--- config.mk ---
export PLATFORM = sky130hd
export DESIGN_NAME = sorted_insert_priority_queue
export DESIGN_NICKNAME = d
export VERILOG_FILES = /design/src/rtl/spq_pkg.sv /design/src/rtl/sorted_insert_priority_queue.sv /design/src/rtl/spq_cell.sv
export SDC_FILE = /design/constraint.sdc
export NUM_CORES = 2
export LEC_CHECK = 0
export BUFFER_PORTS_ARGS = -buffer_cell sky130_fd_sc_hd__buf_2
export CELL_PAD_IN_SITES_DETAIL_PLACEMENT = 0
export CELL_PAD_IN_SITES_GLOBAL_PLACEMENT = 1
export CORE_MARGIN = 1
export CORE_UTILIZATION = 37
export DETAILED_ROUTE_END_ITERATION = 10
export GPL_TIMING_DRIVEN = 0
export HOLD_SLACK_MARGIN = 0.15
export PLACE_DENSITY = 0.7
export SYNTH_ARGS = -nofsm -noshare
export SYNTH_HDL_FRONTEND = slang
export SYNTH_SLANG_ARGS = --single-unit
--- constraint.sdc ---
create_clock -name clk -period 5.5 [get_ports clk]
set_input_delay 0.55 -clock clk [delete_from_list [all_inputs] [get_ports clk]]
set_output_delay 0.55 -clock clk [all_outputs]
set_load 0.01 [all_outputs]
--- src/rtl/spq_pkg.sv ---
package spq_pkg;

    localparam logic [1:0] FUNC_INSERT  = 2'd0;
    localparam logic [1:0] FUNC_DEQUEUE = 2'd1;
    localparam logic [1:0] FUNC_REMOVE  = 2'd2;

    localparam logic [1:0] ORDER_ASC  = 2'd0;
    localparam logic [1:0] ORDER_DESC = 2'd1;
    localparam logic [1:0] ORDER_FIFO = 2'd2;

    localparam logic [1:0] STATUS_DONE = 2'd0;
    localparam logic [1:0] STATUS_FULL = 2'd1;
    localparam logic [1:0] STATUS_MISS = 2'd2;

    typedef struct packed {
        logic       ins;
        logic       deq;
        logic       rem;
        logic [1:0] order;
    } spq_ctl_t;

endpackage

--- src/rtl/sorted_insert_priority_queue.sv ---
// The output register takes the result of a transaction at the clock edge that accepts it.
// Throughput: one transaction per cycle while the output is not stalled; every operation is settled in a single pass
// through the row of DEPTH cells, which compare and shift all entries at once.
// A transaction is taken while the output register is empty or being drained.
// Reset clears all cell valid bits, the occupancy count and the output valid flag,
// and sets the order to first-in first-out.
module sorted_insert_priority_queue #(
    parameter int DEPTH         = 16,
    parameter int KEY_WIDTH     = 32,
    parameter int PAYLOAD_WIDTH = 16,
    parameter int CNT_WIDTH     = $clog2(DEPTH + 1)
) (
    input  logic                     clk,
    input  logic                     rst_n,
    input  logic                     cfg_valid,
    output logic                     cfg_ready,
    input  logic [1:0]               queue_order,
    input  logic                     in_valid,
    output logic                     in_stall,
    input  logic [1:0]               func,
    input  logic [KEY_WIDTH-1:0]     item_key,
    input  logic [PAYLOAD_WIDTH-1:0] item_payload,
    output logic                     out_valid,
    input  logic                     out_stall,
    output logic [1:0]               status,
    output logic [KEY_WIDTH-1:0]     out_key,
    output logic [PAYLOAD_WIDTH-1:0] out_payload,
    output logic [CNT_WIDTH-1:0]     occupancy
);
    import spq_pkg::*;

    logic [1:0]               order_reg;
    logic [CNT_WIDTH-1:0]     count_reg;
    logic [CNT_WIDTH-1:0]     count_next;
    logic                     out_valid_reg;
    logic [1:0]               status_reg;
    logic [1:0]               status_next;
    logic [KEY_WIDTH-1:0]     out_key_reg;
    logic [KEY_WIDTH-1:0]     out_key_next;
    logic [PAYLOAD_WIDTH-1:0] out_payload_reg;
    logic [PAYLOAD_WIDTH-1:0] out_payload_next;

    logic                     accept;
    logic                     full;
    spq_ctl_t                 ctl;

    logic                     cell_valid [DEPTH];
    logic [KEY_WIDTH-1:0]     cell_key [DEPTH];
    logic [PAYLOAD_WIDTH-1:0] cell_payload [DEPTH];
    logic                     found [DEPTH+1];
    logic [KEY_WIDTH-1:0]     take_key [DEPTH+1];
    logic [PAYLOAD_WIDTH-1:0] take_payload [DEPTH+1];

    assign cfg_ready = 1'b1;
    assign in_stall  = out_valid_reg && out_stall;
    assign accept    = in_valid && !in_stall;
    assign full      = count_reg == CNT_WIDTH'(DEPTH);

    always_comb
    begin
        ctl.ins   = accept && func == FUNC_INSERT && !full;
        ctl.deq   = accept && func == FUNC_DEQUEUE;
        ctl.rem   = accept && func == FUNC_REMOVE;
        ctl.order = order_reg;
    end

    assign found[0]        = 1'b0;
    assign take_key[0]     = '0;
    assign take_payload[0] = '0;

    for (genvar i = 0; i < DEPTH; i++)
    begin : g_cell
        logic                     lv;
        logic [KEY_WIDTH-1:0]     lk;
        logic [PAYLOAD_WIDTH-1:0] lp;
        logic                     rv;
        logic [KEY_WIDTH-1:0]     rk;
        logic [PAYLOAD_WIDTH-1:0] rp;

        if (i == 0)
        begin : g_head
            assign lv = 1'b0;
            assign lk = '0;
            assign lp = '0;
        end
        else
        begin : g_mid
            assign lv = cell_valid[i-1];
            assign lk = cell_key[i-1];
            assign lp = cell_payload[i-1];
        end

        if (i == DEPTH - 1)
        begin : g_tail
            assign rv = 1'b0;
            assign rk = '0;
            assign rp = '0;
        end
        else
        begin : g_body
            assign rv = cell_valid[i+1];
            assign rk = cell_key[i+1];
            assign rp = cell_payload[i+1];
        end

        spq_cell #(
            .KEY_WIDTH    (KEY_WIDTH),
            .PAYLOAD_WIDTH(PAYLOAD_WIDTH)
        ) u_cell (
            .clk             (clk),
            .rst_n           (rst_n),
            .ctl             (ctl),
            .new_key         (item_key),
            .new_payload     (item_payload),
            .left_valid      (lv),
            .left_key        (lk),
            .left_payload    (lp),
            .right_valid     (rv),
            .right_key       (rk),
            .right_payload   (rp),
            .found_in        (found[i]),
            .take_key_in     (take_key[i]),
            .take_payload_in (take_payload[i]),
            .valid           (cell_valid[i]),
            .key             (cell_key[i]),
            .payload         (cell_payload[i]),
            .found_out       (found[i+1]),
            .take_key_out    (take_key[i+1]),
            .take_payload_out(take_payload[i+1])
        );
    end

    always_comb
    begin
        count_next       = count_reg;
        status_next      = STATUS_DONE;
        out_key_next     = '0;
        out_payload_next = '0;
        priority if (ctl.ins)
        begin
            count_next = count_reg + CNT_WIDTH'(1);
        end
        else if (accept && func == FUNC_INSERT)
        begin
            status_next = STATUS_FULL;
        end
        else if (ctl.deq || ctl.rem)
        begin
            if (found[DEPTH])
            begin
                count_next       = count_reg - CNT_WIDTH'(1);
                out_key_next     = take_key[DEPTH];
                out_payload_next = take_payload[DEPTH];
            end
            else
            begin
                status_next = STATUS_MISS;
            end
        end
        else
        begin
            count_next = count_reg;
        end
    end

    always_ff @(posedge clk or negedge rst_n)
    begin
        if (!rst_n)
        begin
            order_reg     <= ORDER_FIFO;
            count_reg     <= '0;
            out_valid_reg <= 1'b0;
        end
        else
        begin
            if (cfg_valid && cfg_ready)
            begin
                order_reg <= queue_order;
            end
            count_reg <= count_next;
            if (accept)
            begin
                out_valid_reg <= 1'b1;
            end
            else if (!out_stall)
            begin
                out_valid_reg <= 1'b0;
            end
        end
    end

    always_ff @(posedge clk)
    begin
        if (accept)
        begin
            status_reg      <= status_next;
            out_key_reg     <= out_key_next;
            out_payload_reg <= out_payload_next;
        end
    end

    logic [CNT_WIDTH-1:0] occupancy_reg;

    always_ff @(posedge clk)
    begin
        if (accept)
        begin
            occupancy_reg <= count_next;
        end
    end

    assign out_valid   = out_valid_reg;
    assign status      = status_reg;
    assign out_key     = out_key_reg;
    assign out_payload = out_payload_reg;
    assign occupancy   = occupancy_reg;

endmodule

--- src/rtl/spq_cell.sv ---
module spq_cell #(
    parameter int KEY_WIDTH     = 32,
    parameter int PAYLOAD_WIDTH = 16
) (
    input  logic                     clk,
    input  logic                     rst_n,
    input  spq_pkg::spq_ctl_t        ctl,
    input  logic [KEY_WIDTH-1:0]     new_key,
    input  logic [PAYLOAD_WIDTH-1:0] new_payload,
    input  logic                     left_valid,
    input  logic [KEY_WIDTH-1:0]     left_key,
    input  logic [PAYLOAD_WIDTH-1:0] left_payload,
    input  logic                     right_valid,
    input  logic [KEY_WIDTH-1:0]     right_key,
    input  logic [PAYLOAD_WIDTH-1:0] right_payload,
    input  logic                     found_in,
    input  logic [KEY_WIDTH-1:0]     take_key_in,
    input  logic [PAYLOAD_WIDTH-1:0] take_payload_in,
    output logic                     valid,
    output logic [KEY_WIDTH-1:0]     key,
    output logic [PAYLOAD_WIDTH-1:0] payload,
    output logic                     found_out,
    output logic [KEY_WIDTH-1:0]     take_key_out,
    output logic [PAYLOAD_WIDTH-1:0] take_payload_out
);
    import spq_pkg::*;

    logic                     valid_reg;
    logic                     valid_next;
    logic [KEY_WIDTH-1:0]     key_reg;
    logic [KEY_WIDTH-1:0]     key_next;
    logic [PAYLOAD_WIDTH-1:0] payload_reg;
    logic [PAYLOAD_WIDTH-1:0] payload_next;
    logic                     hit;
    logic                     first;

    // A cell hits when the operation's position could be here; the first hit in the
    // chain is the position itself.
    always_comb
    begin
        hit = 1'b0;
        priority if (ctl.ins)
        begin
            hit = !valid_reg
                || (ctl.order == ORDER_ASC && key_reg > new_key)
                || (ctl.order == ORDER_DESC && key_reg < new_key);
        end
        else if (ctl.deq)
        begin
            hit = valid_reg;
        end
        else if (ctl.rem)
        begin
            hit = valid_reg && key_reg == new_key;
        end
        else
        begin
            hit = 1'b0;
        end
    end

    assign first            = hit && !found_in;
    assign found_out        = found_in || hit;
    assign take_key_out     = first ? key_reg : take_key_in;
    assign take_payload_out = first ? payload_reg : take_payload_in;

    always_comb
    begin
        valid_next   = valid_reg;
        key_next     = key_reg;
        payload_next = payload_reg;
        priority if (ctl.ins && first)
        begin
            valid_next   = 1'b1;
            key_next     = new_key;
            payload_next = new_payload;
        end
        else if (ctl.ins && found_in)
        begin
            valid_next   = left_valid;
            key_next     = left_key;
            payload_next = left_payload;
        end
        else if ((ctl.deq || ctl.rem) && found_out)
        begin
            valid_next   = right_valid;
            key_next     = right_key;
            payload_next = right_payload;
        end
        else
        begin
            valid_next   = valid_reg;
            key_next     = key_reg;
            payload_next = payload_reg;
        end
    end

    always_ff @(posedge clk or negedge rst_n)
    begin
        if (!rst_n)
        begin
            valid_reg <= 1'b0;
        end
        else
        begin
            valid_reg <= valid_next;
        end
    end

    always_ff @(posedge clk)
    begin
        key_reg     <= key_next;
        payload_reg <= payload_next;
    end

    assign valid   = valid_reg;
    assign key     = key_reg;
    assign payload = payload_reg;

endmodule

==> impl_metrics.prom <==
# TYPE chip_impl_metric gauge
chip_impl_metric{name="synth_compound_gate_area_share",unit="%"} 18.1
chip_impl_metric{name="area_growth",unit="%"} 15.1
chip_impl_metric{name="setup-violations-final",unit=""} 55
chip_impl_metric{name="drtAntennaViolNets",unit=""} 0
chip_impl_metric{name="vias",unit=""} 54000
chip_impl_metric{name="summed_instance_area_of_the_synthesized_netlist",unit="um2"} 58300
chip_impl_info{name="tritoncts",value="yes"} 1
chip_impl_metric{name="core.rowCount",unit=""} 145
chip_impl_metric{name="grt_max_degree",unit=""} 61
chip_impl_metric{name="final_worst_path_period_share",unit="%"} 102
chip_impl_metric{name="via_count_of_the_first_global_routing_pass",unit=""} 50000
chip_impl_metric{name="synth_fa_ha_area_share",unit="%"} 11.0
chip_impl_metric{name="drive_gt1_share",unit="%"} 12.0
chip_impl_metric{name="fin_nets",unit=""} 6726
chip_impl_metric{name="synth.distinct_cells",unit=""} 93
chip_impl_metric{name="die-height",unit="um"} 399
chip_impl_metric{name="mappedNetlistNets",unit=""} 6433
chip_impl_metric{name="num_io_pins",unit=""} 115
chip_impl_metric{name="initial_utilization",unit="%"} 37.3
chip_impl_info{name="worstSetupPathType",value="reg -> reg"} 1
chip_impl_metric{name="core_area",unit="um2"} 156000
chip_impl_metric{name="avgSynthCellArea",unit="um2"} 9.95
chip_impl_metric{name="max_cap_violations",unit=""} 1
chip_impl_metric{name="share_of_synthesized_area_spent_on_multiplexers",unit="%"} 11.9
chip_impl_info{name="cp-start-kind",value="register"} 1
chip_impl_metric{name="route.detailed.vias_per_inst",unit=""} 6.51
chip_impl_metric{name="clock-sinks",unit=""} 847
chip_impl_info{name="run_status",value="finished with violations"} 1
chip_impl_metric{name="power-per-cell-area",unit="nW/um2"} 478
chip_impl_metric{name="synthArstFlopShare",unit="%"} 2.83
chip_impl_metric{name="dpl.hpwl",unit="um"} 226000
chip_impl_metric{name="worst_clk_skew",unit="ns"} 0.0334
chip_impl_metric{name="grt_antenna_before_repair",unit=""} 17
chip_impl_metric{name="hold_viol_final",unit=""} 0
chip_impl_metric{name="final_critical_path_setup_slack",unit="ns"} -0.135
chip_impl_metric{name="grt-ovfl-total",unit=""} 0
chip_impl_metric{name="drt_pre_antenna_iters",unit=""} 7
chip_impl_metric{name="synth_simple_gate_area_share",unit="%"} 11.9
chip_impl_metric{name="h-tree-depth",unit=""} 3
chip_impl_info{name="cp-end-kind",value="register"} 1
chip_impl_metric{name="drt_first_iter_violations",unit=""} 8133
chip_impl_metric{name="max_ir_drop_vdd",unit="uV"} 323
chip_impl_metric{name="dieArea",unit="um2"} 159000
chip_impl_metric{name="largest_reg_flops",unit=""} 512
chip_impl_metric{name="worst_slew_pin_slew",unit="ns"} 1.46
chip_impl_metric{name="clkLatencyLatePin",unit="ns"} 0.76
chip_impl_metric{name="cellLeakagePower",unit="nW"} 26.9
chip_impl_metric{name="final.min_clock_period",unit="ns"} 5.63
chip_impl_info{name="min_path_type",value="in -> reg"} 1
chip_impl_metric{name="drt_drc_violations_left",unit=""} 0
chip_impl_metric{name="grt.total_usage",unit="%"} 34.6
chip_impl_metric{name="ys_warn_count",unit=""} 0
chip_impl_info{name="cts_root_buf",value="sky130_fd_sc_hd__clkbuf_16"} 1
chip_impl_metric{name="cts_buffers",unit=""} 103
chip_impl_metric{name="cts-root-to-sink-buffers",unit=""} 3
chip_impl_metric{name="max_freq",unit="MHz"} 177
chip_impl_metric{name="synth_sequential_area_ratio",unit="%"} 43.4
chip_impl_metric{name="ys_ff_latch",unit=""} 847
chip_impl_metric{name="port_buffers",unit=""} 83
chip_impl_info{name="largest_family_of_logic_cells_by_synthesized_area",value="compound AO/OA/AOI/OAI gates"} 1
chip_impl_metric{name="synth-edff-count",unit=""} 823
chip_impl_metric{name="die-width",unit="um"} 399
chip_impl_metric{name="wirelength",unit="um"} 285000
chip_impl_metric{name="worst-endpoint-required",unit="ns"} 6.09
chip_impl_metric{name="path_clk_slew",unit="ns"} 0.06
chip_impl_metric{name="setup-tns-final",unit="ns"} -2.42
chip_impl_metric{name="globalplace.congestion",unit=""} 1.03
chip_impl_info{name="synth_ff_type",value="sky130_fd_sc_hd__edfxtp_1"} 1
chip_impl_metric{name="hold_slack",unit="ns"} 0.303
chip_impl_metric{name="report.final.slew_viol_count",unit=""} 0
chip_impl_metric{name="data_arrival_time_of_the_critical_path",unit="ns"} 6.22
chip_impl_metric{name="crit_fanout",unit=""} 10
chip_impl_metric{name="post_synth_inst_count",unit=""} 5862
chip_impl_metric{name="wl_per_cell",unit="um"} 34.4
chip_impl_info{name="violations",value="capacitance limit, setup timing"} 1
chip_impl_metric{name="timing.slew.headroom",unit="%"} 1.89
chip_impl_info{name="grt_setup_unrepaired",value="true"} 1
chip_impl_metric{name="wire_length_of_the_first_global_routing_pass",unit="um"} 388000
chip_impl_metric{name="synth-xor-area-share",unit="%"} 0.0751
-- Yosys cell counts, types with 69 or more instances --
library cell | count | share of area, %
sky130_fd_sc_hd__ha_1 | 514 | 11
sky130_fd_sc_hd__mux2i_1 | 673 | 12
sky130_fd_sc_hd__o21ai_0 | 438 | 3.8
sky130_fd_sc_hd__nand4_1 | 114 | 1.2
sky130_fd_sc_hd__clkbuf_1 | 346 | 2.2
sky130_fd_sc_hd__a221oi_1 | 93 | 1.4
sky130_fd_sc_hd__inv_1 | 73 | 0.47
sky130_fd_sc_hd__nand2_1 | 524 | 3.4
sky130_fd_sc_hd__nor2_1 | 557 | 3.6
sky130_fd_sc_hd__and3_1 | 69 | 0.74
sky130_fd_sc_hd__edfxtp_1 | 823 | 42
sky130_fd_sc_hd__nand3_1 | 114 | 0.98
sky130_fd_sc_hd__a21oi_1 | 711 | 6.1
-- worst max-delay path, cell delays in order (launching register included) --
cell and delay [ns]:
sky130_fd_sc_hd__edfxtp_1 0.48, sky130_fd_sc_hd__ha_1 0.35, sky130_fd_sc_hd__nand4_1 0.21, sky130_fd_sc_hd__nor4_1 0.57, sky130_fd_sc_hd__a21boi_1 0.47, sky130_fd_sc_hd__o31a_1 0.20
sky130_fd_sc_hd__or3_1 0.14, sky130_fd_sc_hd__nand3_1 0.14, sky130_fd_sc_hd__clkbuf_2 0.37, sky130_fd_sc_hd__nor2_4 0.38, sky130_fd_sc_hd__and4_1 0.49, sky130_fd_sc_hd__buf_4 0.35
sky130_fd_sc_hd__nand2_1 0.31, sky130_fd_sc_hd__buf_2 0.38, sky130_fd_sc_hd__clkbuf_2 0.35, sky130_fd_sc_hd__a21oi_1 0.23
-- placed cells by master (no fill, tap or decap), types with 12 or more instances in the layout --
cell type                     n
sky130_fd_sc_hd__nand4_1    114
sky130_fd_sc_hd__clkbuf_16  106
sky130_fd_sc_hd__clkbuf_2   112
sky130_fd_sc_hd__o211ai_1    46
sky130_fd_sc_hd__a32oi_1     13
sky130_fd_sc_hd__dfrtp_1     23
sky130_fd_sc_hd__a31o_1      21
sky130_fd_sc_hd__nand3_1    110
sky130_fd_sc_hd__nor2b_1     14
sky130_fd_sc_hd__edfxtp_1   823
sky130_fd_sc_hd__a222oi_1    44
sky130_fd_sc_hd__o21ai_1     23
sky130_fd_sc_hd__o21ai_0    434
sky130_fd_sc_hd__clkinv_2    20
sky130_fd_sc_hd__inv_1       37
sky130_fd_sc_hd__nor3_1      40
sky130_fd_sc_hd__nor2_1     542
sky130_fd_sc_hd__a21oi_1    707
sky130_fd_sc_hd__a221o_1     12
sky130_fd_sc_hd__inv_4       21
sky130_fd_sc_hd__nor4_4      19
sky130_fd_sc_hd__buf_1       19
sky130_fd_sc_hd__nand2_1    513
sky130_fd_sc_hd__a211oi_1    46
sky130_fd_sc_hd__buf_6       13
sky130_fd_sc_hd__clkinv_1    19
sky130_fd_sc_hd__and3_1      65
sky130_fd_sc_hd__a221oi_1    89
sky130_fd_sc_hd__clkbuf_4    17
sky130_fd_sc_hd__a21o_1      60
sky130_fd_sc_hd__clkbuf_1   223
sky130_fd_sc_hd__a22oi_1     46
sky130_fd_sc_hd__nor2_4      13
sky130_fd_sc_hd__mux2i_1    670
sky130_fd_sc_hd__a31oi_1     18
sky130_fd_sc_hd__ha_1       514
sky130_fd_sc_hd__mux2_2      20
sky130_fd_sc_hd__a22o_1      57
sky130_fd_sc_hd__buf_2      122
sky130_fd_sc_hd__buf_4       98
-- cells by family after synthesis --
group,after synthesis
other,1
DFF,847
adders and majority gates,514
muxes,693
AOI/OAI and AO/OA,1734
and+or+nand+nor,1552
buffers and inverters,516
xor gates and xnor gates,5
-- cell type report --
| cell class | instances | area, um2 |
|---|---|---|
| clock inverters | 54 | 533 |
| flip-flops and latches | 847 | 25300 |
| multi-input cells | 4502 | 31800 |
| clock buffers | 130 | 2730 |
| repair inverters | 5 | 38.8 |
| well taps | 2058 | 2570 |
| diodes | 6 | 15.0 |
| inverters | 80 | 432 |
| repair buffers | 192 | 1510 |
| plain buffers | 424 | 2130 |
| fillers | 15200 | 89300 |
-- metrics by stage --
stage	setup WS [ns]	util, %	instance area, um2	power (W)	cells
floorplan	-0.000521	-	58500	0.0189	5862
global placement	-4.37	39.3	61500	0.0235	8003
detailed placement	-3.89	39.5	61800	0.0239	8017
CTS	0.00218	42.5	66400	0.0313	8258
global route	-0.0280	42.9	67100	0.0332	8293
finish	-0.135	42.9	67100	0.0321	8298
-- final timing paths --
kind                                     startpoint                           end  slack, ns  cells past startpoint
setup / recovery           g_cell[9].u_cell.key[14]  g_cell[10].u_cell.payload[0]      -0.13                     15
hold / removal                         item_key[29]     g_cell[15].u_cell.key[29]       0.30                      2
setup reg to reg           g_cell[9].u_cell.key[14]  g_cell[10].u_cell.payload[0]      -0.13                     15
hold reg to reg                        count_reg[3]                  count_reg[3]       0.54                      1
max in group asynchronous                     rst_n        g_cell[3].u_cell.valid       4.58                      2
min in group asynchronous                     rst_n                  count_reg[4]       0.39                      2
-- layer usage --
layer  vias up  GRT usage (%)  part of all wire [%]
li1      23100              -                     -
met1     26700           47.3                    40
met2      3594           52.4                    43
met3       607           7.73                    11
met4        16           14.5                   4.8
met5         -              0                 0.048
-- report_power, final --
| group | total (W) | switching, W | leakage, nW | internal [W] |
|---|---|---|---|---|
| logic | 0.0113 | 0.00718 | 17.0 | 0.00412 |
| registers | 0.0138 | 0.00310 | 8.23 | 0.0107 |
| clock network | 0.00702 | 0.00306 | 1.60 | 0.00396 |
-- timing repair --
action	in CTS	in global routing
pin swaps	25	17
endpoints found under the hold margin	26	0
gates resized for setup	259	191
setup buffers	54	31
cloned	6	5
hold buffers	7	0
setup endpoints to repair	1417	648
Note: power is estimated with default switching activity, not from simulation.
